==> src/go_back_n_sender_assert.svh <==
// Assertion macros for the go-back-n sender.
`ifndef GO_BACK_N_SENDER_ASSERT_SVH
`define GO_BACK_N_SENDER_ASSERT_SVH

// Consequent checked in the cycle after the antecedent.
`define GBN_ASSERT_NEXT(lbl, ante, cons, msg) \
	lbl: assert property (@(posedge clk) disable iff (!arst_n) (ante) |=> (cons)) \
		else $error(msg);

// Consequent checked in the same cycle as the antecedent.
`define GBN_ASSERT_SAME(lbl, ante, cons, msg) \
	lbl: assert property (@(posedge clk) disable iff (!arst_n) (ante) |-> (cons)) \
		else $error(msg);

`endif

==> src/gbn_pkg.sv <==
// Types, constants and codes shared by the go-back-n sender modules.
`default_nettype none

package gbn_pkg;

	localparam int SEQ_BITS     = 4;
	localparam int SEQ_SPACE    = 1 << SEQ_BITS;
	localparam int PAYLOAD_BITS = 32;
	localparam int WINDOW       = 8;
	localparam int MAX_RESULTS  = 10;
	localparam int WIN_A        = (WINDOW > SEQ_SPACE - 1) ? SEQ_SPACE - 1 : WINDOW;
	localparam int WIN_B        = (WIN_A > MAX_RESULTS - 2) ? MAX_RESULTS - 2 : WIN_A;
	localparam int EFF_WINDOW   = (WIN_B < 1) ? 1 : WIN_B;
	localparam int CNT_BITS     = $clog2(EFF_WINDOW + 1);
	localparam int TIMER_BITS   = 16;
	localparam int ADDR_BITS    = 3;
	localparam int DATA_BITS    = 32;

	localparam logic [SEQ_BITS-1:0]   WIN_LIM       = SEQ_BITS'(EFF_WINDOW);
	localparam logic [TIMER_BITS-1:0] TIMEOUT_RESET = TIMER_BITS'(1000);
	localparam logic [0:0]            REG_TIMEOUT   = 1'b0;

	typedef enum logic [1:0] {
		KIND_SEND    = 2'd0,
		KIND_ACK     = 2'd1,
		KIND_TIMEOUT = 2'd2
	} kind_t;

	typedef enum logic [2:0] {
		ACT_TRANSMIT    = 3'd0,
		ACT_TIMER_STOP  = 3'd1,
		ACT_TIMER_START = 3'd2,
		ACT_REFUSED     = 3'd3,
		ACT_IGNORED     = 3'd4,
		ACT_NOTHING     = 3'd5
	} action_t;

	typedef enum logic [2:0] {
		CS_IDLE,
		CS_SINGLE,
		CS_STOP,
		CS_START,
		CS_TX_RD,
		CS_TX_EMIT
	} ctl_state_t;

	typedef enum logic [1:0] {
		RES_SINGLE,
		RES_STOP,
		RES_START,
		RES_TX
	} res_sel_t;

	typedef struct packed {
		logic [1:0]              kind;
		logic [PAYLOAD_BITS-1:0] payload;
		logic [SEQ_BITS-1:0]     ack_number;
		logic                    ack_intact;
		logic [SEQ_BITS-1:0]     timer_tag;
	} in_item_t;

	typedef struct packed {
		logic [2:0]              action;
		logic [SEQ_BITS-1:0]     packet_seq;
		logic [PAYLOAD_BITS-1:0] packet_payload;
		logic [SEQ_BITS-1:0]     timer_id;
		logic [TIMER_BITS-1:0]   timer_length;
		logic                    window_full;
		logic                    last;
	} out_item_t;

	typedef struct packed {
		logic     accept;
		logic     emit;
		res_sel_t sel;
		logic     rd_en;
	} dp_cmd_t;

	typedef struct packed {
		ctl_state_t first_step;
		logic       has_start;
		logic       tx_zero;
		logic       tx_last;
		logic       out_free;
	} dp_stat_t;

endpackage

`default_nettype wire

==> src/gbn_cfg.sv <==
// APB-style configuration register block holding the timer duration.
`default_nettype none

module gbn_cfg (
	input  wire logic                             clk,
	input  wire logic                             arst_n,
	input  wire logic                             psel,
	input  wire logic                             penable,
	input  wire logic                             pwrite,
	input  wire logic [gbn_pkg::ADDR_BITS-1:0]    paddr,
	input  wire logic [gbn_pkg::DATA_BITS-1:0]    pwdata,
	output logic      [gbn_pkg::DATA_BITS-1:0]    prdata,
	output logic                                  pready,
	output logic      [gbn_pkg::TIMER_BITS-1:0]   timeout_ticks
);

	logic [gbn_pkg::TIMER_BITS-1:0] timeout_q;
	logic                           hit;

	assign hit    = (paddr[gbn_pkg::ADDR_BITS-1:2] == gbn_pkg::REG_TIMEOUT);
	assign pready = 1'b1;

	always_ff @(posedge clk or negedge arst_n) begin
		if (!arst_n) begin
			timeout_q <= gbn_pkg::TIMEOUT_RESET;
		end else if (psel && penable && pwrite && hit) begin
			timeout_q <= pwdata[gbn_pkg::TIMER_BITS-1:0];
		end
	end

	always_comb begin
		prdata = '0;
		if (hit) begin
			prdata = gbn_pkg::DATA_BITS'(timeout_q);
		end
	end

	assign timeout_ticks = timeout_q;

endmodule

`default_nettype wire

==> src/gbn_ctrl.sv <==
// Controller state machine sequencing the results of one item.
`default_nettype none

module gbn_ctrl (
	input  wire logic              clk,
	input  wire logic              arst_n,
	input  wire logic              in_valid,
	output logic                   in_ready,
	input  wire gbn_pkg::dp_stat_t stat,
	output gbn_pkg::dp_cmd_t       cmd
);

	gbn_pkg::ctl_state_t state_q, state_d;

	always_ff @(posedge clk or negedge arst_n) begin
		if (!arst_n) begin
			state_q <= gbn_pkg::CS_IDLE;
		end else begin
			state_q <= state_d;
		end
	end

	always_comb begin
		state_d    = state_q;
		in_ready   = 1'b0;
		cmd.accept = 1'b0;
		cmd.emit   = 1'b0;
		cmd.sel    = gbn_pkg::RES_SINGLE;
		cmd.rd_en  = 1'b0;
		case (state_q)
			gbn_pkg::CS_IDLE: begin
				in_ready = 1'b1;
				if (in_valid) begin
					cmd.accept = 1'b1;
					state_d    = stat.first_step;
				end
			end
			gbn_pkg::CS_SINGLE: begin
				cmd.sel = gbn_pkg::RES_SINGLE;
				if (stat.out_free) begin
					cmd.emit = 1'b1;
					state_d  = gbn_pkg::CS_IDLE;
				end
			end
			gbn_pkg::CS_STOP: begin
				cmd.sel = gbn_pkg::RES_STOP;
				if (stat.out_free) begin
					cmd.emit = 1'b1;
					if (stat.has_start) begin
						state_d = gbn_pkg::CS_START;
					end else if (stat.tx_zero) begin
						state_d = gbn_pkg::CS_IDLE;
					end else begin
						state_d = gbn_pkg::CS_TX_RD;
					end
				end
			end
			gbn_pkg::CS_START: begin
				cmd.sel = gbn_pkg::RES_START;
				if (stat.out_free) begin
					cmd.emit = 1'b1;
					state_d  = stat.tx_zero ? gbn_pkg::CS_IDLE : gbn_pkg::CS_TX_RD;
				end
			end
			gbn_pkg::CS_TX_RD: begin
				cmd.rd_en = 1'b1;
				state_d   = gbn_pkg::CS_TX_EMIT;
			end
			gbn_pkg::CS_TX_EMIT: begin
				cmd.sel = gbn_pkg::RES_TX;
				if (stat.out_free) begin
					cmd.emit = 1'b1;
					state_d  = stat.tx_last ? gbn_pkg::CS_IDLE : gbn_pkg::CS_TX_RD;
				end
			end
			default: begin
				state_d = gbn_pkg::CS_IDLE;
			end
		endcase
	end

endmodule

`default_nettype wire

==> src/gbn_dp.sv <==
// Datapath: window pointers, packet buffer, per-item plan and output register.
`default_nettype none

module gbn_dp (
	input  wire logic                           clk,
	input  wire logic                           arst_n,
	input  wire gbn_pkg::in_item_t              in_data,
	input  wire logic [gbn_pkg::TIMER_BITS-1:0] timeout_ticks,
	input  wire gbn_pkg::dp_cmd_t               cmd,
	output gbn_pkg::dp_stat_t                   stat,
	output logic                                out_valid,
	input  wire logic                           out_ready,
	output gbn_pkg::out_item_t                  out_data
);

	localparam int SB = gbn_pkg::SEQ_BITS;
	localparam int CB = gbn_pkg::CNT_BITS;

	logic [SB-1:0]                   base_q, next_q;
	logic [gbn_pkg::PAYLOAD_BITS-1:0] mem_q [gbn_pkg::SEQ_SPACE];
	logic [gbn_pkg::PAYLOAD_BITS-1:0] rd_q;

	// plan of the item in progress
	logic [2:0]    single_q;
	logic [SB-1:0] stop_id_q, start_id_q, tx_seq_q;
	logic          has_start_q, full_q;
	logic [CB-1:0] tx_cnt_q;

	logic [2:0]    p_single;
	logic [SB-1:0] p_stop, p_start, p_seq, base_d, next_d;
	logic          p_has_start, p_full, wr_en;
	logic [CB-1:0] p_cnt;
	gbn_pkg::ctl_state_t p_first;

	logic [SB-1:0] cnt, ack_d, ack_next;
	logic          is_send;

	logic                           out_valid_q;
	gbn_pkg::out_item_t             out_q, res;
	logic [gbn_pkg::TIMER_BITS-1:0] tlen;

	assign cnt      = next_q - base_q;
	assign ack_d    = in_data.ack_number - base_q;
	assign ack_next = in_data.ack_number + SB'(1);
	assign is_send  = (in_data.kind == gbn_pkg::KIND_SEND);

	always_comb begin
		p_single    = gbn_pkg::ACT_NOTHING;
		p_stop      = base_q;
		p_start     = base_q;
		p_has_start = 1'b0;
		p_cnt       = '0;
		p_seq       = base_q;
		p_first     = gbn_pkg::CS_SINGLE;
		p_full      = (cnt >= gbn_pkg::WIN_LIM);
		base_d      = base_q;
		next_d      = next_q;
		wr_en       = 1'b0;
		case (in_data.kind)
			gbn_pkg::KIND_SEND: begin
				if (cnt >= gbn_pkg::WIN_LIM) begin
					p_single = gbn_pkg::ACT_REFUSED;
				end else begin
					wr_en       = 1'b1;
					next_d      = next_q + SB'(1);
					p_has_start = (cnt == '0);
					p_cnt       = CB'(1);
					p_seq       = next_q;
					p_first     = (cnt == '0) ? gbn_pkg::CS_START : gbn_pkg::CS_TX_EMIT;
					p_full      = ((cnt + SB'(1)) >= gbn_pkg::WIN_LIM);
				end
			end
			gbn_pkg::KIND_ACK: begin
				if (!in_data.ack_intact || ack_d >= cnt) begin
					p_single = gbn_pkg::ACT_IGNORED;
				end else begin
					base_d      = ack_next;
					p_stop      = base_q;
					p_start     = ack_next;
					p_has_start = (ack_next != next_q);
					p_first     = gbn_pkg::CS_STOP;
					p_full      = ((next_q - ack_next) >= gbn_pkg::WIN_LIM);
				end
			end
			gbn_pkg::KIND_TIMEOUT: begin
				if (cnt != '0) begin
					p_stop      = in_data.timer_tag;
					p_start     = in_data.timer_tag;
					p_has_start = 1'b1;
					p_cnt       = CB'(cnt);
					p_seq       = base_q;
					p_first     = gbn_pkg::CS_STOP;
				end
			end
			default: begin
				p_single = gbn_pkg::ACT_NOTHING;
			end
		endcase
	end

	always_ff @(posedge clk or negedge arst_n) begin
		if (!arst_n) begin
			base_q      <= '0;
			next_q      <= '0;
			has_start_q <= 1'b0;
			tx_cnt_q    <= '0;
		end else if (cmd.accept) begin
			base_q      <= base_d;
			next_q      <= next_d;
			has_start_q <= p_has_start;
			tx_cnt_q    <= p_cnt;
		end else if (cmd.emit && cmd.sel == gbn_pkg::RES_TX) begin
			tx_cnt_q <= tx_cnt_q - CB'(1);
		end
	end

	always_ff @(posedge clk) begin
		if (cmd.accept) begin
			single_q   <= p_single;
			stop_id_q  <= p_stop;
			start_id_q <= p_start;
			tx_seq_q   <= p_seq;
			full_q     <= p_full;
		end else if (cmd.emit && cmd.sel == gbn_pkg::RES_TX) begin
			tx_seq_q <= tx_seq_q + SB'(1);
		end
	end

	always_ff @(posedge clk) begin
		if (cmd.accept && wr_en) begin
			mem_q[next_q] <= in_data.payload;
		end
	end

	// the send path loads the read register directly, bypassing the buffer
	always_ff @(posedge clk) begin
		if (cmd.accept && is_send) begin
			rd_q <= in_data.payload;
		end else if (cmd.rd_en) begin
			rd_q <= mem_q[tx_seq_q];
		end
	end

	assign tlen = (timeout_ticks == '0) ? gbn_pkg::TIMER_BITS'(1) : timeout_ticks;

	always_comb begin
		res             = '0;
		res.window_full = full_q;
		case (cmd.sel)
			gbn_pkg::RES_SINGLE: begin
				res.action = single_q;
				res.last   = 1'b1;
			end
			gbn_pkg::RES_STOP: begin
				res.action   = gbn_pkg::ACT_TIMER_STOP;
				res.timer_id = stop_id_q;
				res.last     = !has_start_q && (tx_cnt_q == '0);
			end
			gbn_pkg::RES_START: begin
				res.action       = gbn_pkg::ACT_TIMER_START;
				res.timer_id     = start_id_q;
				res.timer_length = tlen;
				res.last         = (tx_cnt_q == '0);
			end
			gbn_pkg::RES_TX: begin
				res.action         = gbn_pkg::ACT_TRANSMIT;
				res.packet_seq     = tx_seq_q;
				res.packet_payload = rd_q;
				res.last           = (tx_cnt_q == CB'(1));
			end
			default: begin
				res.action = gbn_pkg::ACT_NOTHING;
			end
		endcase
	end

	always_ff @(posedge clk or negedge arst_n) begin
		if (!arst_n) begin
			out_valid_q <= 1'b0;
		end else if (cmd.emit) begin
			out_valid_q <= 1'b1;
		end else if (out_ready) begin
			out_valid_q <= 1'b0;
		end
	end

	always_ff @(posedge clk) begin
		if (cmd.emit) begin
			out_q <= res;
		end
	end

	assign out_valid = out_valid_q;
	assign out_data  = out_q;

	assign stat.first_step = p_first;
	assign stat.has_start  = has_start_q;
	assign stat.tx_zero    = (tx_cnt_q == '0);
	assign stat.tx_last    = (tx_cnt_q == CB'(1));
	assign stat.out_free   = !out_valid_q || out_ready;

endmodule

`default_nettype wire

==> src/go_back_n_sender.sv <==
// Go-back-n sender top level: config registers, controller and datapath.
// The first result is registered after an accept, once the output register is free.
// New items are taken only in idle, after the last result of the previous one;
// a send that starts the timer emits the start, then reads and transmits its packet;
// a timeout emits a stop and a start, then a buffer read and a transmit per packet.
// Reset: arst_n clears the window pointers and controller and sets the timer to 1000.
`default_nettype none
`include "go_back_n_sender_assert.svh"

module go_back_n_sender (
	input  wire logic                             clk,
	input  wire logic                             arst_n,
	input  wire logic                             in_valid,
	output logic                                  in_ready,
	input  wire gbn_pkg::in_item_t                in_data,
	output logic                                  out_valid,
	input  wire logic                             out_ready,
	output gbn_pkg::out_item_t                    out_data,
	input  wire logic                             psel,
	input  wire logic                             penable,
	input  wire logic                             pwrite,
	input  wire logic [gbn_pkg::ADDR_BITS-1:0]    paddr,
	input  wire logic [gbn_pkg::DATA_BITS-1:0]    pwdata,
	output logic      [gbn_pkg::DATA_BITS-1:0]    prdata,
	output logic                                  pready
);

	logic [gbn_pkg::TIMER_BITS-1:0] timeout_ticks;
	gbn_pkg::dp_cmd_t               cmd;
	gbn_pkg::dp_stat_t              stat;

	gbn_cfg u_cfg (
		.clk           (clk),
		.arst_n        (arst_n),
		.psel          (psel),
		.penable       (penable),
		.pwrite        (pwrite),
		.paddr         (paddr),
		.pwdata        (pwdata),
		.prdata        (prdata),
		.pready        (pready),
		.timeout_ticks (timeout_ticks)
	);

	gbn_ctrl u_ctrl (
		.clk      (clk),
		.arst_n   (arst_n),
		.in_valid (in_valid),
		.in_ready (in_ready),
		.stat     (stat),
		.cmd      (cmd)
	);

	gbn_dp u_dp (
		.clk           (clk),
		.arst_n        (arst_n),
		.in_data       (in_data),
		.timeout_ticks (timeout_ticks),
		.cmd           (cmd),
		.stat          (stat),
		.out_valid     (out_valid),
		.out_ready     (out_ready),
		.out_data      (out_data)
	);

	`GBN_ASSERT_NEXT(a_busy_after_accept, in_valid && in_ready, !in_ready, "ready after accept")
	`GBN_ASSERT_NEXT(a_emit_loads_out, cmd.emit, out_valid, "emitted result not presented")
	`GBN_ASSERT_SAME(a_read_while_busy, cmd.rd_en, !in_ready && !cmd.emit, "buffer read when idle")

endmodule

`default_nettype wire

==> config.mk <==
export PLATFORM = sky130hd
export DESIGN_NAME = go_back_n_sender
export DESIGN_NICKNAME = d
export VERILOG_FILES = /design/src/gbn_pkg.sv /design/src/gbn_cfg.sv /design/src/gbn_ctrl.sv /design/src/gbn_dp.sv /design/src/go_back_n_sender.sv
export VERILOG_INCLUDE_DIRS = /design/src /design/src/src
export SDC_FILE = /design/constraint.sdc
export NUM_CORES = 1
export LEC_CHECK = 0
export BUFFER_PORTS_ARGS = -buffer_cell sky130_fd_sc_hd__buf_2
export CORE_ASPECT_RATIO = 0.75
export CORE_UTILIZATION = 45
export DETAILED_ROUTE_END_ITERATION = 12
export HOLD_SLACK_MARGIN = 0.03
export PLACE_DENSITY = 0.66
export SLEW_MARGIN = 0
export SYNTH_ARGS = -nofsm -noshare
export SYNTH_HDL_FRONTEND = slang
export SYNTH_SLANG_ARGS = --single-unit
export TNS_END_PERCENT = 100
==> constraint.sdc <==
create_clock -name clk -period 6.1 [get_ports clk]
set_input_delay 0.61 -clock clk [delete_from_list [all_inputs] [get_ports clk]]
set_output_delay 0.61 -clock clk [all_outputs]
set_load 0.05 [all_outputs]
# Yosys cells after proc, flatten, opt, wreduce, memory -nomap -nowiden

Memories as Yosys holds them, arrays and structs flattened. A register that Yosys moved wholly into a read port is not among the register bits.
Index checks and enable logic that the tools add are counted.

$add $sub $neg: 8
$mul: 0
Div/mod/pow operators: 0
Order comparisons: 4
Eq/ne operators: 17
Shift-type cells: 0
Multiplexer cells: 57
Bitwise operators: 3
Reduce and logical (&&, ||, !) cells: 26

Operator list:

| cell                | count |
|---|---|
| $mux 32             | 2 |
| $mux 4              | 11 |
| $mux 3              | 11 |
| $pmux 3 s4          | 2 |
| $pmux 4 s2          | 3 |
| $mux 1              | 19 |
| $pmux 3 s6          | 1 |
| $add 4x1->4 const B | 4 |
| $logic_not 16->1    | 1 |
| $mux 16             | 1 |
| $ge 4x4->1 const B  | 3 |
| $sub 4x4->4         | 3 |
| $ne 2x2->1 const B  | 5 |
| $pmux 3 s3          | 1 |
| $logic_not 4->1     | 2 |
| $logic_and 1x1->1   | 7 |
| $eq 2x2->1 const B  | 3 |
| $eq 3x2->1 const B  | 2 |
| $eq 3x3->1 const B  | 2 |
| $pmux 3 s2          | 1 |
| $reduce_bool 2->1   | 3 |
| $reduce_and 5->1    | 1 |
| $eq 2x1->1 const B  | 2 |
| $eq 4x1->1 const B  | 1 |
| other kinds (17)    | 24 |

Register bits: 142
Bits in latches: 0
RAM bits: 512
ROM bits: 0
Input port bits: 85
Output and inout port bits: 96
Logic and storage cells: 137
Memories kept: 1

Memory list:

| name       | depth | width | read ports | clocked after Yosys merged registers in | wr ports | line         | source |
|---|---|---|---|---|---|---|---|
| u_dp.mem_q | 16    | 32    | 1          | 1                                       | 1        | gbn_dp.sv:20 | `logic [gbn_pkg::PAYLOAD_BITS-1:0] mem_q [gbn_pkg::SEQ_SPACE];` |

# Longest topological paths before layout

Gate-level depths: netlist of run 1.

Depth in word-level cells: 9
Gate-level depth with buffers: 12

# By module

From an unflattened synthesis of run 1, not the netlist that was laid out.

Cell total of the unflattened synthesis: 1279
Area, all modules: 26524.2 sq um

By module, submodules not included:

| module   | times used | cells an instance | area each (sq um) | seq. area each (sq um) |
|---|---|---|---|---|
| gbn_dp   | 1          | 1174              | 25344.3           | 19078.3 |
| gbn_cfg  | 1          | 70                | 907.1             | 407.9 |
| gbn_ctrl | 1          | 35                | 272.8             | 75.1 |

# Worst setup path after synthesis of run 1

OpenSTA, ideal clock, no wires.

Path kind: register to register
Start: reg u_dp.out_valid_q, in the netlist u_dp.out_valid
End: reg with a tool-made name
Setup time: 0.121 ns
Data arrival time: 6.625 ns
Slack: -0.645 ns
Cell stages (with the launch flop): 6
Buffers on the path: 0
Cell sequence: dfrtp_1 -> nor2b_1 -> nor3_1 -> nand2_1 -> nand2_1 -> mux2_2

RTL lines:

| element                | line          | source |
|---|---|---|
| start, declared        | gbn_dp.sv:38  | `logic out_valid_q;` |
| start signal, assigned | gbn_dp.sv:179 | `out_valid_q <= 1'b0;` |
| start signal, assigned | gbn_dp.sv:181 | `out_valid_q <= 1'b1;` |
| start signal, assigned | gbn_dp.sv:183 | `out_valid_q <= 1'b0;` |

# Worst setup path in the final report of run 1

Start: reg u_dp.next_q[2]
End: mem u_dp.mem_q[10][11] in the netlist's numbering, enable pin

Cells in the longest elaborated chain, start to end: 7

Ends and longest elaborated chain:

| element                      | line          | source |
|---|---|---|
| start, declared              | gbn_dp.sv:19  | `logic [SB-1:0] base_q, next_q;` |
| start signal, assigned       | gbn_dp.sv:109 | `next_q <= next_d;` |
| $sub 4x4->4                  | gbn_dp.sv:42  | `assign cnt = next_q - base_q;` |
| $ge 4x4->1                   | gbn_dp.sv:61  | `if (cnt >= gbn_pkg::WIN_LIM) begin` |
| $mux 1                       | gbn_dp.sv:61  |  |
| $mux 1                       | gbn_dp.sv:59  | `case (in_data.kind)` |
| $logic_and 1x1->1            | gbn_dp.sv:130 | `if (cmd.accept && wr_en) begin` |
| $mux 1                       | gbn_dp.sv:130 |  |
| $mux 1 (implied by the code) | gbn_dp.sv:131 | `mem_q[next_q] <= in_data.payload;` |
| end, declared                | gbn_dp.sv:20  |  |

Parallel ways exist; a longest one is shown, timed or not.

==> results.tsv, run 1 <==
metric	value	unit
Peak Freq	254	MHz
Post-synth EDFFs	621	
Final Hold Fails	0	
Root Buffer	clkbuf_16	
Final Setup Violations	0	
Unique masters post-synth	62	
largest net degree at the start of global routing	89	
DIE AREA	59700	um2
Post-synth ARST share	0.0502	
Starting Density	0.458	
Core ar.	57700	um2
Rel. slew slack	0.219	
drt pass-1 iters	6	
Syn Inst Count	1354	
Nets	1654	
1st-iter DRT viols	1193	
CP required	6.37	ns
clock tree from TritonCTS	built	
reg2reg end	u_dp.mem_q[10][11]	
dpl hpwl	31.8	mm
Post-DRT Antenna Nets	0	
CTS buffer count	66	
first-pass GRT wire length	82.2	mm
vias in the first global route	13159	
GRT Overall Usage	0.188	
maxcap violations	0	
ratio of cells with drive above 1 in the final layout	0.311	
fin crit period	3.94	ns
clock slew seen by the registers of the worst setup and hold paths	0.06	ns
type of the most critical hold path	in -> async	
CP max FO	19	
Synth Warn #	0	
Ports	181	
CP Class	reg -> reg	
r2r worst-path depth	7	
antenna violations before repair	4	
startpoint class of the critical path	flip-flop	
IO buf count	145	
RSZ-0062 raised after global routing	false	
Peak VDD IR	0.407	mV
routability cong.	0.817	
max-slew violation count	0	
Die Ht	212	um
setup TNS	0	ns
Lkg Pwr	10.4	nW
slew of the pin with the lowest slew margin	1.17	ns
Pwr per Cell Area	457	nW/um2
post-CTS sizing	0	
routed vias	13008	
fin crit share	0.646	
Max H-tree Level	3	
clk_lat worst skew	0.60	ns
TritonCTS Sinks	658	
outcome	complete, no violations	
flop-to-flop setup slack	2.16	ns
DR DRC count	0	
GR Overflow Total	0	
Max Buffers Root-to-Sink	3	
main flop type after synthesis	edfxtp_1	
Site Rows	76	
most frequent cells in the layout	621 x edfxtp_1, 160 x mux4_2, 145 x buf_2	
clk_skew	0.0212	ns
commonest non-fill, non-tap cell in the layout	edfxtp_1	
sequential fraction of the synthesis area	0.740	
Synth Cell Area	26400	um2
flops & latches, synth	658	
hold-fix buffers at CTS	0	
routed wirelength normalized by instance count	23.1	um
Crit. End Element	flip-flop	
Fill cells	4562	
Total Power	13.9	mW
Via density	5.49	
worst reg2reg startpoint	u_dp.next_q[2]	
Syn Area/Cell	19.5	um2
CP Data Arrival Time	4.21	ns
Die Span X	282	um
postcts setup bufs	0	
Core Util, Final	0.525	
Detailed Route WL	54.7	mm
Synth-to-Final Area Change	14.7	%
logic make-up (layout without fill, tap and decap cells):
logic type / count (synthesis) / in the layout / synth area share
XOR/XNOR: 17 / 17 / 0.00563
AND/OR/NAND/NOR: 282 / 282 / 0.0524
multiplexers: 197 / 197 / 0.152
buffers and inverters: 100 / 317 / 0.0177
other: 2 / 19 / 0.000284
adder cells (fa/ha/maj): 31 / 31 / 0.0151
flip-flops: 658 / 658 / 0.740
AO/OA/AOI/OAI: 67 / 67 / 0.0174
power by group:
part / leakage, nW / internal [mW] / switching, mW / total, mW
combinational: 3.32 / 1.69 / 2.38 / 4.07
clock: 1.04 / 2.32 / 1.64 / 3.96
sequential: 6.06 / 5.51 / 0.327 / 5.84
total: 10.4 / 9.52 / 4.35 / 13.9
per-stage QoR:
step                      cell area (um2)  hold WS [ns]  instances  setup WS (ns)
after floorplan                     26500         0.314       1369           1.54
final                               30300         0.131       2368           2.16
after CTS                           30300         0.133       2366           2.16
after global routing                30300         0.169       2366           1.93
after detailed placement            28200         0.422       2251           2.11
after global placement              28200         0.417       2251           2.20
flip-flops by register name (all words and copies together) (netlist names), 3 cells and up, named ones only:
name,cells
u_ctrl.state_q,3
u_dp.start_id_q,4
u_dp.stop_id_q,4
u_dp.mem_q,512
u_dp.rd_q,32
u_dp.tx_seq_q,4
u_dp.base_q,4
u_dp.out_data,61
u_cfg.timeout_ticks,16
u_dp.single_q,3
u_dp.tx_cnt_q,4
u_dp.next_q,4
cells in the mapped netlist (3+ instances only):
cell type | count | area share
mux2i_1 | 12 | 0.0045
xnor2_1 | 10 | 0.0033
nand4_1 | 3 | 0.00071
mux4_2 | 160 | 0.14
nand2_1 | 121 | 0.017
a21oi_1 | 17 | 0.0032
dfrtp_1 | 27 | 0.026
o21a_1 | 3 | 0.00085
nor4_1 | 5 | 0.0012
a21o_1 | 5 | 0.0014
buf_2 | 14 | 0.0026
buf_4 | 18 | 0.0051
o221ai_1 | 4 | 0.0013
o211ai_1 | 6 | 0.0017
edfxtp_1 | 621 | 0.71
buf_1 | 3 | 0.00043
nor2b_1 | 24 | 0.0057
o21ai_0 | 6 | 0.0011
inv_1 | 23 | 0.0033
clkbuf_1 | 39 | 0.0055
dfstp_2 | 6 | 0.0060
nor3_1 | 7 | 0.0013
xor2_1 | 7 | 0.0023
and2_1 | 47 | 0.011
a22oi_1 | 4 | 0.0011
dfxtp_1 | 4 | 0.0030
and3_1 | 11 | 0.0026
o22ai_1 | 4 | 0.00095
ha_1 | 28 | 0.013
nor2_1 | 32 | 0.0045
mux2_2 | 24 | 0.010
a31oi_1 | 3 | 0.00071
nand3_1 | 15 | 0.0028
nand2b_1 | 5 | 0.0012
worst max-delay path by stage:
stage                         from                  to  slack (ns)  cells after the start
floorplan           u_dp.out_valid           flip-flop        1.54                      5
global route        u_dp.next_q[2]  u_dp.mem_q[10][11]        1.93                      7
detailed placement     in_data[41]   u_dp.mem_q[10][8]        2.11                      9
global placement       in_data[41]   u_dp.mem_q[10][8]        2.20                      9
finish              u_dp.next_q[2]  u_dp.mem_q[10][11]        2.16                      7
CTS                 u_dp.next_q[2]  u_dp.mem_q[10][11]        2.16                      7
routing by layer:
metal	vias to the layer above	part of all wire	track usage
met5	-	0.00046	0
met4	4	0.020	0.0540
met3	81	0.065	0.0391
met2	414	0.45	0.274
met1	6778	0.46	0.287
li1	5731	-	-
worst max-delay path: stages (launching register included):
cell     delay [ns]
dfrtp_1        0.65
ha_1           0.38
and3b_1        0.25
o22ai_1        0.22
and2_1         0.44
nand3_1        0.41
nor2_4         0.86
buf_4          0.41
cell type report:
class / count / area (um2) / area share
antenna: 2 / 5.00 / 0.000165
multi-input combinational: 611 / 6590 / 0.217
clock inverter: 33 / 288 / 0.00949
timing repair buffer: 177 / 978 / 0.0323
sequential: 658 / 19600 / 0.645
inverter: 25 / 93.8 / 0.00309
tap: 780 / 976 / 0.0322
clock buffer: 82 / 1820 / 0.0599
No activity file was read; power rests on OpenSTA's default activity.
==> run 2, diff against run 1 <==
--- a/config.mk
+++ b/config.mk
@@ -11,7 +11,7 @@
 export CORE_UTILIZATION = 45
 export DETAILED_ROUTE_END_ITERATION = 12
 export HOLD_SLACK_MARGIN = 0.03
-export PLACE_DENSITY = 0.66
+export PLACE_DENSITY = 0.63
 export SLEW_MARGIN = 0
 export SYNTH_ARGS = -nofsm -noshare
 export SYNTH_HDL_FRONTEND = slang
==> constraint.sdc (replaced) <==
create_clock -name clk -period 4.1 [get_ports clk]
set_input_delay 0.41 -clock clk [delete_from_list [all_inputs] [get_ports clk]]
set_output_delay 0.41 -clock clk [all_outputs]
set_load 0.05 [all_outputs]
==> run 2 against run 1 <==
  * First-iteration DRC count shrank 12%
  * Combinational power rose by 50%
  * Final cell count is 1.3% higher
  * Register-to-register slack got worse by 1.3 ns
  * Largest cell class unchanged
  * Critical path depth is 4 higher
  * Clock power up 37%
  * Highest routed layer unchanged
  * Utilization rose by 0.51 points
  * Critical path type unchanged
==> results.tsv, run 2 (synthesis gave the netlist of run 1 again) <==
metric	value	unit
outcome	complete, no violations	
pre-CTS WS	0.904	ns
Final Setup Violations	0	
clock tree from TritonCTS	built	
maxcap violations	0	
Lkg Pwr	10.5	nW
CP Data Arrival Time	3.73	ns
IO buf count	145	
largest reg by FF count	u_dp.mem_q	
Root Buffer	clkbuf_16	
RSZ-0062 raised after global routing	false	
CP Class	reg -> reg	
max reg flops	512	
postcts setup bufs	0	
vias in the first global route	13338	
Die Span X	282	um
Post-DRT Antenna Nets	0	
Peak Freq	310	MHz
Psw	6.48	mW
Detailed Route WL	57.1	mm
routed vias	13166	
max-slew violation count	0	
clk_lat worst skew	0.62	ns
CP Cell Sequence	inv_1 > ha_1 > inv_1 > fa_1 > inv_1 > ha_1 > a21oi_1 > maj3_1 > a211o_2 > and4_4 > mux2_4	
Core ar.	57700	um2
drt pass-1 iters	5	
Layout Cells excl Fill	2399	
flop-to-flop setup slack	0.87	ns
placed cell count	2265	
DP Area	28500	um2
routability cong.	0.796	
Die Ht	212	um
Starting Density	0.458	
final setup margin	0.873	ns
dpl hpwl	33.0	mm
most frequent cells in the layout	621 x edfxtp_1, 160 x mux4_2, 145 x buf_2	
CTS buffer count	61	
Peak VDD IR	0.373	mV
commonest non-fill, non-tap cell in the layout	edfxtp_1	
Pwr per Cell Area	663	nW/um2
WHS	0.135	ns
Switching Fraction	0.319	
clock slew seen by the registers of the worst setup and hold paths	0.06	ns
Max H-tree Level	2	
cell area after layout	30600	um2
register share of total power	0.431	
ratio of cells with drive above 1 in the final layout	0.312	
antenna violations before repair	5	
setup TNS	0	ns
DR DRC count	0	
CP required	4.60	ns
Nets	1680	
GRT Overall Usage	0.195	
fin crit period	3.23	ns
CP max FO	6	
Slowest-stage cell, CP	fa_1	
clk_skew	0.0209	ns
first-pass GRT wire length	84.9	mm
Most Frequent Cell on Critical Path	inv_1	
slew of the pin with the lowest slew margin	0.928	ns
DIE AREA	59700	um2
type of the most critical hold path	in -> reg	
GR Overflow Total	0	
Rel. slew slack	0.378	
Crit. End Element	flip-flop	
Synth-to-Final Area Change	15.8	%
Via density	5.49	
Site Rows	76	
Max Buffers Root-to-Sink	3	
Gate power share	0.302	
Ports	181	
largest net degree at the start of global routing	55	
Int Pwr	13.8	mW
CP delay by family, top	adder cells	
CP peak stage delay	0.59	ns
1st-iter DRT viols	1048	
TritonCTS Sinks	658	
startpoint class of the critical path	flip-flop	
Final Hold Fails	0	
routed wirelength normalized by instance count	23.8	um
Clk pwr share	0.267	
fin crit share	0.787	
Worst Path Buf+Inv	3	
==> run 2: changes by cell type in the layout (fill, tap and decap cells not counted), moves of 2 or more <==
cell and delta:
dlygate4sd3_1 +17, buf_12 +16, clkbuf_16 -9, clkbuf_1 +7, clkinv_1 -5, clkinv_2 +4
nor3_2 -4, nor3_4 +4, diode_2 +3, inv_6 -3, buf_4 -2, clkinv_4 +2
clkinvlp_4 +2
==> run 2: final cells by class <==
class	count	area, um2
fill	4558	27100
sequential	658	19600
multi-input combinational	611	6620
clock buffer	79	1600
timing repair buffer	208	1450
tap	780	976
clock inverter	33	285
inverter	25	93.8
antenna	5	12.5
==> run 2: power by group through the flow <==
stage / registers (mW) / logic (mW) / clock network (mW)
3_5_place_dp: 8.90 / 6.17 / 0
2_1_floorplan: 9.39 / 4.02 / 0
5_1_grt: 8.83 / 6.61 / 5.78
3_3_place_gp: 8.88 / 6.11 / 0
4_1_cts: 8.76 / 6.21 / 5.53
6_report: 8.74 / 6.12 / 5.42
==> run 2: final timing paths <==
kind	depth (start not counted)	to	start
setup / recovery	11	u_dp.base_q[0]	u_dp.next_q[0]
hold / removal	2	u_dp.stop_id_q[0]	in_data[0]
setup reg to reg	11	u_dp.base_q[0]	u_dp.next_q[0]
hold reg to reg	0	u_dp.out_data[1]	u_dp.full_q
max in group asynchronous	2	u_cfg.timeout_ticks[15]	arst_n
min in group asynchronous	2	u_ctrl.state_q[2]	arst_n
==> run 2: routing by layer <==
metal / up-vias / GRT usage / wire length (um)
met1: 6934 / 0.292 / 25800
met2: 360 / 0.301 / 27100
met3: 65 / 0.0308 / 3180
met4: 2 / 0.0493 / 905
li1: 5805 / - / -
met5: - / 0 / 12
==> run 2: timing repair <==
item / 4_1_cts / 5_1_grt
hold buffers: 17 / 0
resized for setup: 0 / 0
endpoints found under the setup margin: 0 / 0
hold endpoints to repair: 43 / 0
==> run 2: stage by stage <==
stage	power [mW]	utilization
final	20.3	0.530
after global placement	15.0	0.494
after detailed placement	15.1	0.494
after global routing	21.2	0.530
after floorplan	13.4	-
after CTS	20.5	0.530
==> run 3, diff against run 2 <==
--- a/config.mk
+++ b/config.mk
@@ -6,12 +6,13 @@
 export SDC_FILE = /design/constraint.sdc
 export NUM_CORES = 1
 export LEC_CHECK = 0
+export ABC_AREA = 1
 export BUFFER_PORTS_ARGS = -buffer_cell sky130_fd_sc_hd__buf_2
 export CORE_ASPECT_RATIO = 0.75
 export CORE_UTILIZATION = 45
 export DETAILED_ROUTE_END_ITERATION = 12
 export HOLD_SLACK_MARGIN = 0.03
-export PLACE_DENSITY = 0.63
+export PLACE_DENSITY = 0.66
 export SLEW_MARGIN = 0
 export SYNTH_ARGS = -nofsm -noshare
 export SYNTH_HDL_FRONTEND = slang
==> constraint.sdc (replaced) <==
create_clock -name clk -period 2.7 [get_ports clk]
set_input_delay 0.27 -clock clk [delete_from_list [all_inputs] [get_ports clk]]
set_output_delay 0.27 -clock clk [all_outputs]
set_load 0.05 [all_outputs]
==> run 3 against run 2 <==
  * Setup slack worse by 0.76 ns
  * First-iteration DRC count up 79%
  * Largest cell class unchanged
  * Sequential share of layout area down 2.8 points
  * Critical path depth rose by 5
  * Clock skew grew 0.020 ns
  * Register-to-register slack got worse by 0.76 ns
  * Die area is 1.7% higher
==> results.tsv, run 3 <==
metric	value	unit
Gate power share	0.362	
flops & latches, synth	658	
commonest non-fill, non-tap cell in the layout	edfxtp_1	
outcome	complete, no violations	
Core ar.	59000	um2
CP max FO	4	
Worst Path Buf+Inv	5	
Peak Freq	387	MHz
Clk pwr share	0.258	
top-area cell type share of the netlist area	0.693	
largest net degree at the start of global routing	95	
fin crit share	0.958	
Synth area leaders	edfxtp_1 69%, nor2_1 5.7%, o21ai_0 5.2%, o221ai_1 3.1%, dfrtp_1 2.5%	
Die Span X	284	um
Final Hold Fails	0	
Synth-to-Final Area Change	19.0	%
DR DRC count	0	
maxcap violations	0	
1st-iter DRT viols	1879	
sequential fraction of the synthesis area	0.727	
Die Ht	214	um
Core Util, Final	0.543	
Max H-tree Level	2	
Layout Cells excl Fill	3183	
most frequent cell after synthesis	edfxtp_1	
Psw	13.1	mW
Lkg Pwr	11.5	nW
DIE AREA	60800	um2
Starting Density	0.456	
Syn Inst Count	2120	
slew of the pin with the lowest slew margin	0.841	ns
fin crit period	2.59	ns
CP Data Arrival Time	2.97	ns
Peak VDD IR	0.783	mV
CTS buffer count	61	
clock tree from TritonCTS	built	
type of the most critical hold path	in -> reg	
final setup margin	0.113	ns
Max Buffers Root-to-Sink	3	
Unique masters post-synth	42	
Via density	5.51	
drt pass-1 iters	7	
Post-synth ARST share	0.0502	
Detailed Route WL	66.2	mm
clk_skew	0.0413	ns
Post-synth EDFFs	621	
startpoint class of the critical path	flip-flop	
Final Setup Violations	0	
IO buf count	145	
Multi-input gate area	6450	um2
GRT Overall Usage	0.215	
Pwr per Cell Area	1070	nW/um2
Syn Area/Cell	12.7	um2
Yosys top cell by area	edfxtp_1	
placed cell count	3010	
vias in the first global route	17173	
CP peak stage delay	0.58	ns
antenna violations before repair	0	
CP required	3.08	ns
Fill cells	4840	
Most Frequent Cell on Critical Path	inv_2	
largest reg by FF count	u_dp.mem_q	
dpl hpwl	38.8	mm
Int Pwr	21.3	mW
Crit. End Element	flip-flop	
CP delay by family, top	adder cells	
Synth Warn #	0	
Root Buffer	clkbuf_16	
TritonCTS Sinks	658	
most frequent cells in the layout	621 x edfxtp_1, 394 x nor2_1, 276 x o21ai_0	
pre-CTS WS	0.00266	ns
most frequent cells after synthesis	621 x edfxtp_1, 410 x nor2_1, 277 x o21ai_0	
RSZ-0062 raised after global routing	true	
clk_lat worst skew	0.65	ns
Nets	2456	
routability cong.	0.862	
routed wirelength normalized by instance count	20.8	um
max-slew violation count	0	
FF+latch area	19600	um2
GR Overflow Total	0	
Rel. slew slack	0.439	
register share of total power	0.380	
Slowest-stage cell, CP	fa_1	
ratio of cells with drive above 1 in the final layout	0.169	
number of diodes	0	
routed vias	17545	
first-pass GRT wire length	100	mm
Post-DRT Antenna Nets	0	
Synth Cell Area	26900	um2
main flop type after synthesis	edfxtp_1	
Ports	181	
max reg flops	512	
CP Cell Sequence	inv_2 > ha_4 > inv_2 > fa_1 > inv_2 > ha_4 > a21oi_2 > nand2_1 > nand2_2 > nor2_4 > nor2_8 > buf_4 > nand3_4 > inv_1 > nand3b_1 > nand3_1	
Switching Fraction	0.380	
Site Rows	77	
clock slew seen by the registers of the worst setup and hold paths	0.07	ns
CP Class	reg -> reg	
## run 3: layout make-up
type                            count  area share
Timing Repair Buffer              284      0.0761
Clock inverter                     43      0.0155
Multi-Input combinational cell   1209       0.202
Clock buffer                       72      0.0490
Inverter                          127      0.0153
Sequential cell                   658       0.612
Tap cell                          790      0.0309
## run 3: path summary, 6_finish.rpt
| path | start | to | slack (ns) | cells past startpoint |
|---|---|---|---|---|
| worst max register to register | u_dp.next_q[0] | u_dp.full_q | 0.11 | 16 |
| worst min register to register | u_dp.full_q | u_dp.out_data[1] | 0.44 | 0 |
| worst min-delay path | in_data[15] | u_dp.mem_q[14][6] | 0.06 | 1 |
| min in group asynchronous | arst_n | u_ctrl.state_q[0] | 0.29 | 2 |
| worst max-delay path | u_dp.next_q[0] | u_dp.full_q | 0.11 | 16 |
| max in group asynchronous | arst_n | u_dp.next_q[1] | 1.81 | 2 |
## run 3: repair_timing
| action | CTS | global route |
|---|---|---|
| hold buffers | 48 | 0 |
| pin swaps | 1 | 15 |
| endpoints found under the setup margin | 8 | 344 |
| hold endpoints to repair | 397 | 0 |
| setup buffers | 0 | 9 |
| resized for setup | 1 | 23 |
| gates cloned | 0 | 1 |
## run 3: layer usage
| layer | track usage | part of all wire | up-vias |
|---|---|---|---|
| li1 | - | - | 8127 |
| met1 | 0.308 | 0.44 | 8604 |
| met2 | 0.341 | 0.46 | 700 |
| met3 | 0.0331 | 0.076 | 114 |
| met4 | 0.0653 | 0.023 | 0 |
| met5 | 0 | 0 | - |
## run 3: logic make-up after synthesis
group,count (synthesis),synth area share
AOI/OAI and AO/OA,509,0.112
xor gates and xnor gates,10,0.00326
adders and majority gates,30,0.0145
buffers and inverters,268,0.0436
DFF,658,0.727
other,2,0.000279
and+or+nand+nor,643,0.0988
## run 3: worst register-to-register path, delay by kind of cell, from the launching register on
family,cells,cell delay (ns)
AO/OA/AOI/OAI,1,0.04
AND/OR/NAND/NOR,7,0.58
buffers and inverters,5,0.37
flip-flops,1,0.39
adder cells (fa/ha/maj),3,0.97
## run 3: power by group through the flow
stage,clock network (mW),registers [mW],logic [mW]
finish,8.86,13.1,12.4
detailed placement,0,13.3,12.0
global placement,0,13.3,11.7
CTS,9.03,13.1,12.1
global route,9.39,13.2,13.6
floorplan,0,14.6,6.75
## run 3: stage by stage
step / setup TNS, ns / hold slack (ns) / cell area, um2 / power, mW
2_1_floorplan: -77.57 / -0.0256 / 27000 / 21.3
3_3_place_gp: 0 / 0.393 / 29300 / 25.0
3_5_place_dp: 0 / 0.423 / 29300 / 25.3
6_report: 0 / 0.0621 / 32000 / 34.4
5_1_grt: -0.0213 / 0.0512 / 32000 / 36.1
4_1_cts: 0 / 0.0350 / 31800 / 34.2
